--- config.mk ---
export PLATFORM = sky130hd
export DESIGN_NAME = btk_ctrl
export DESIGN_NICKNAME = d
export VERILOG_FILES = /design/src/rtl/btk_pkg.sv /design/src/rtl/btk_ctrl.sv
export SDC_FILE = /design/constraint.sdc
export NUM_CORES = 1
export LEC_CHECK = 0
export BUFFER_PORTS_ARGS = -buffer_cell sky130_fd_sc_hd__buf_2
export CAP_MARGIN = 20
export CELL_PAD_IN_SITES_DETAIL_PLACEMENT = 0
export CELL_PAD_IN_SITES_GLOBAL_PLACEMENT = 1
export CORE_AREA = 2 2 39 41
export CTS_CLUSTER_DIAMETER = 150
export DETAILED_ROUTE_END_ITERATION = 16
export DIE_AREA = 0 0 41 43
export PLACE_DENSITY = 0.61
export SLEW_MARGIN = 20
export SYNTH_ARGS = -nofsm -noshare
export SYNTH_HDL_FRONTEND = slang
export SYNTH_SLANG_ARGS = --single-unit
export TNS_END_PERCENT = 10
--- constraint.sdc ---
create_clock -name clk_i -period 3.1 [get_ports clk_i]
set_input_delay 0.465 -clock clk_i [delete_from_list [all_inputs] [get_ports clk_i]]
set_output_delay 0.465 -clock clk_i [all_outputs]
set_load 0.01 [all_outputs]
--- src/rtl/btk_pkg.sv ---
// ----------------------------------------------------------------------------
// btk_pkg
// Types, constants and codes shared by the byte trie lookup/insert block.
// ----------------------------------------------------------------------------
package btk_pkg;

  // Node store sizing
  localparam int unsigned NodeCount  = 1024;
  localparam int unsigned NodeW      = $clog2(NodeCount);
  localparam int unsigned NodeCntW   = NodeW + 1;
  localparam int unsigned ChildAddrW = NodeW + 8;

  // Field widths
  localparam int unsigned ValueW  = 14;
  localparam int unsigned HashW   = 32;
  localparam int unsigned RemW    = 14;
  // Two remainder steps: quotient, then remainder
  localparam int unsigned ModCntW = 1;

  // FNV-1a and fallback constants
  localparam logic [HashW-1:0] FnvBasis      = 32'd2166136261;
  localparam logic [HashW-1:0] FnvPrime      = 32'd16777619;
  localparam logic [RemW:0]    FallbackRange = 15'd10000;

  // Reciprocal of 10000: quotient = (hash * RecipMul) >> RecipShift
  localparam int unsigned      ProdW      = 2 * HashW;
  localparam int unsigned      RecipShift = 45;
  localparam int unsigned      QuotW      = ProdW - RecipShift;
  localparam logic [HashW-1:0] RecipMul   = 32'd3518437209;

  // Item kinds
  localparam logic KindLookup = 1'b0;
  localparam logic KindInsert = 1'b1;

  // Result status codes
  localparam logic [1:0] ResHit      = 2'd0;
  localparam logic [1:0] ResMiss     = 2'd1;
  localparam logic [1:0] ResInserted = 2'd2;
  localparam logic [1:0] ResFull     = 2'd3;

  typedef struct packed {
    logic              kind;
    logic [7:0]        key_byte;
    logic              last;
    logic [ValueW-1:0] new_value;
  } in_item_t;

  typedef struct packed {
    logic [1:0]        status;
    logic [ValueW-1:0] result_id;
  } out_item_t;

  typedef enum logic [2:0] {
    StClear,
    StIdle,
    StWalk,
    StFin,
    StMod,
    StEmit
  } state_e;

  // Controller to datapath commands
  typedef struct packed {
    logic clr;
    logic take;
    logic walk;
    logic fin;
    logic mod_step;
    logic emit;
  } dp_cmd_t;

  // Datapath to controller status
  typedef struct packed {
    logic clr_done;
    logic kind;
    logic last;
    logic hit;
    logic mod_last;
    logic out_free;
  } dp_sts_t;

endpackage

--- src/rtl/btk_ctrl.sv ---
// ----------------------------------------------------------------------------
// btk_ctrl
// Controller: sequences the clearing sweep, the per-byte walk, the result
// step, the remainder iterations and the hand-off to the output register.
// ----------------------------------------------------------------------------
module btk_ctrl (
  input  logic             clk_i,
  input  logic             rst_ni,
  input  logic             in_valid_i,
  output logic             in_ready_o,
  input  btk_pkg::dp_sts_t sts_i,
  output btk_pkg::dp_cmd_t cmd_o
);
  import btk_pkg::*;

  state_e state_q;
  state_e state_d;

  // Next state
  always_comb begin
    state_d = state_q;
    case (state_q)
      StClear: begin
        if (sts_i.clr_done) begin
          state_d = StIdle;
        end
      end
      StIdle: begin
        if (in_valid_i) begin
          state_d = StWalk;
        end
      end
      StWalk: begin
        state_d = sts_i.last ? StFin : StIdle;
      end
      StFin: begin
        state_d = ((sts_i.kind == KindLookup) && !sts_i.hit) ? StMod : StEmit;
      end
      StMod: begin
        if (sts_i.mod_last) begin
          state_d = StEmit;
        end
      end
      StEmit: begin
        if (sts_i.out_free) begin
          state_d = StIdle;
        end
      end
      default: begin
        state_d = StIdle;
      end
    endcase
  end

  // Commands
  always_comb begin
    cmd_o      = '0;
    in_ready_o = 1'b0;
    case (state_q)
      StClear: begin
        cmd_o.clr = 1'b1;
      end
      StIdle: begin
        in_ready_o = 1'b1;
        cmd_o.take = in_valid_i;
      end
      StWalk: begin
        cmd_o.walk = 1'b1;
      end
      StFin: begin
        cmd_o.fin = 1'b1;
      end
      StMod: begin
        cmd_o.mod_step = 1'b1;
      end
      StEmit: begin
        cmd_o.emit = 1'b1;
      end
      default: begin
        cmd_o = '0;
      end
    endcase
  end

  // State register
  always_ff @(posedge clk_i or negedge rst_ni) begin
    if (!rst_ni) begin
      state_q <= StClear;
    end else begin
      state_q <= state_d;
    end
  end

endmodule

==> flow_summary.yaml <==
sta:
  hold_viol_final: 0
  whs_ns: 0.0150
  report.final.slew_viol_count: 0
  fin_crit_sh_pct: 54.3
  rsz0062_at_grt: "false"
  fin_setup_tns_ns: 0
  fin_skew_ns: 0.00503
  period_minus_slack_ns: 1.68
  setup_violations: 0
  relSlewSlack_pct: 82.4
  max_slew.worst_pin.slew_ns: 0.264
  fmax_mhz: 594
placement:
  place_area_um2: 290
  placed_cells: 53
  place_congestion: 0.601
  hpwl_um: 414
  io_buffers: 15
layout:
  multi_input_area_um2: 116
  final_common_cell: "buf_2"
  area_delta_synth_final_pct: 54.3
  design_area_um2: 317
  regArea_um2: 75.1
  reg.largest.list: "state_q: 3 flops"
  layout.nets: 51
  antenna_cells: 0
  largest_reg_flops: 3
  layout.cells.non_filler: 57
  drive_above_1_share_pct: 53.7
  final_cell_mix: "15 x buf_2, 3 x nor2_1, 3 x clkbuf_4, 3 x dfrtp_1"
  regMostFlops: "state_q"
  utilization_pct: 22.9
  fill_cells: 164
critical_path:
  crit_required_ns: 2.63
  cp-start-kind: "flop"
  path_max_fanout: 8
  critPathSlowestCell: "dfrtp_1"
  cp_top_family: "flip-flops"
  crit_arrival_ns: 1.22
  path_cells: "nand2b_2 > nor2_1 > buf_2"
  r2r_setup_slack_ns: 1.90
  reg2reg_depth: 2
  crit-reg2reg-launch: "state_q[2]"
  slowest_delay_ns: 0.45
  endpoint_kind: "primary output"
  path_buf_inv: 1
  reg2reg_to: "state_q[0]"
  critical_path_class: "reg2out"
global_route:
  grt_overflow_total: 0
  grt_pass1_wl_um: 862
  antenna_found_initial: 0
  grt_max_degree: 10
  track_usage_pct: 7.96
  grt_pass1_vias: 203
floorplanning:
  die_area_um2: 1760
  start_util_pct: 14.8
  coreArea_um2: 1380
  die_y_um: 43
  num_rows: 14
  ios: 16
  dieWidth_um: 41
yosys:
  synth_top_family_by_area: "simple AND/OR/NAND/NOR gates"
  synth_warnings: 0
  yosysSeqAreaShare_pct: 36.6
  synth_compound_area_share_pct: 14.0
  synth-seq-cells: 3
  synth.area.mux_share_pct: 7.32
  syn_inst: 24
  synth-simple-area-share_pct: 35.4
  synth_fa_ha_area_share_pct: 0
  yosysUniqueCellTypes: 16
  synthXorXnorAreaFrac_pct: 0
  syn_area_um2: 205
  syn_avg_cell_area_um2: 8.55
  synth_nets: 33
clock_network:
  clk_pin_slew_ns: 0.04
  clockBufferDepth: 2
  cts.sinks: 3
  clock_latency_ns: 0.23
  postCtsSetupRepairBufs: 0
  htreeDepth: 1
  cts_buffers: 3
  postCtsHoldBufs: 0
  cts_tree: "yes"
  cts_resized: 0
  cts-root-buf: "clkbuf_4"
routing:
  antenna_left: 0
  post_drt_wl_per_cell_um: 9.60
  vias: 233
  viasPerCell: 4.09
  drtIter0Drc: 1
  dr.pass1.iters: 4
  wl_um: 547
  drc: 0
power:
  p_seq_share_pct: 31.0
  p_switching_uw: 120
  p_sw_share_pct: 40.8
  clkPwrFrac_pct: 23.6
  p_int_uw: 174
  leakage_uw: 0.000165
  vdd_ir_drop_max_v: 0.000224
  pwr-share-comb_pct: 45.4
  p_per_area_nw_per_um2: 926
worst_hold_path:
  hp-class: "in2async"
outcome:
  outcome: "completed"
job:
  cap_violations: 0
[synth_stat cells]
master / count / area share [%]
a21oi_1: 2 / 4.9
a31o_2: 1 / 4.3
and3_2: 1 / 3.7
buf_2: 1 / 2.4
clkbuf_2: 1 / 2.4
dfrtp_1: 3 / 37
inv_1: 1 / 1.8
mux2_4: 1 / 7.3
nand2_1: 2 / 3.7
nand2b_2: 1 / 4.3
nand3b_1: 1 / 3.7
nor2_1: 3 / 5.5
nor2b_1: 2 / 6.1
nor3_1: 2 / 4.9
nor3b_1: 1 / 3.7
o32a_1: 1 / 4.9
[routing by layer]
layer / track usage [%] / wire length (um) / vias up
li1: - / - / 116
met4: 8.00 / 0 / 0
met1: 8.44 / 242 / 108
met5: 0 / 0 / -
met3: 5.76 / 57 / 0
met2: 9.38 / 247 / 9
[worst register-to-register path: cells and delay by family, from the launching register on]
kind           cells  cell delay (ns)
multiplexers       1             0.32
AO/OA/AOI/OAI      1             0.29
flip-flops         1             0.46
[kinds of logic after synthesis]
kind of cell | after synthesis
flops | 3
buf+inv | 3
mux | 1
simple gates | 13
compound gates | 4
[final cells by class]
cell class	count	area share [%]
repair buffers	15	23.7
well taps	16	6.32
inverters	1	1.19
flip-flops and latches	3	23.7
multi-input cells	18	36.8
clock buffers	4	8.30
[through the flow]
stage / power [uW] / setup slack [ns]
floorplan: 181 / 1.76
global placement: 227 / 1.63
detailed placement: 229 / 1.61
CTS: 302 / 1.40
global route: 324 / 1.31
finish: 293 / 1.42
[power by group through the flow]
stage / registers, uW / clock network, uW / logic (uW)
2_1_floorplan: 65.0 / 0 / 116
3_3_place_gp: 92.3 / 0 / 135
3_5_place_dp: 92.8 / 0 / 136
4_1_cts: 92.1 / 73.8 / 136
5_1_grt: 96.4 / 79.1 / 149
6_report: 90.9 / 69.2 / 133
[worst max path at each step]
stage / from / end / depth (start not counted) / slack (ns)
after floorplan: state_q[1] / cmd_o[4] / 3 / 1.76
after global placement: in_valid_i / cmd_o[4] / 4 / 1.63
after detailed placement: in_valid_i / cmd_o[4] / 4 / 1.61
after CTS: state_q[2] / cmd_o[2] / 3 / 1.40
after global routing: state_q[1] / cmd_o[4] / 3 / 1.31
final: state_q[2] / cmd_o[2] / 3 / 1.42
Power figures use the tool's default switching activity.
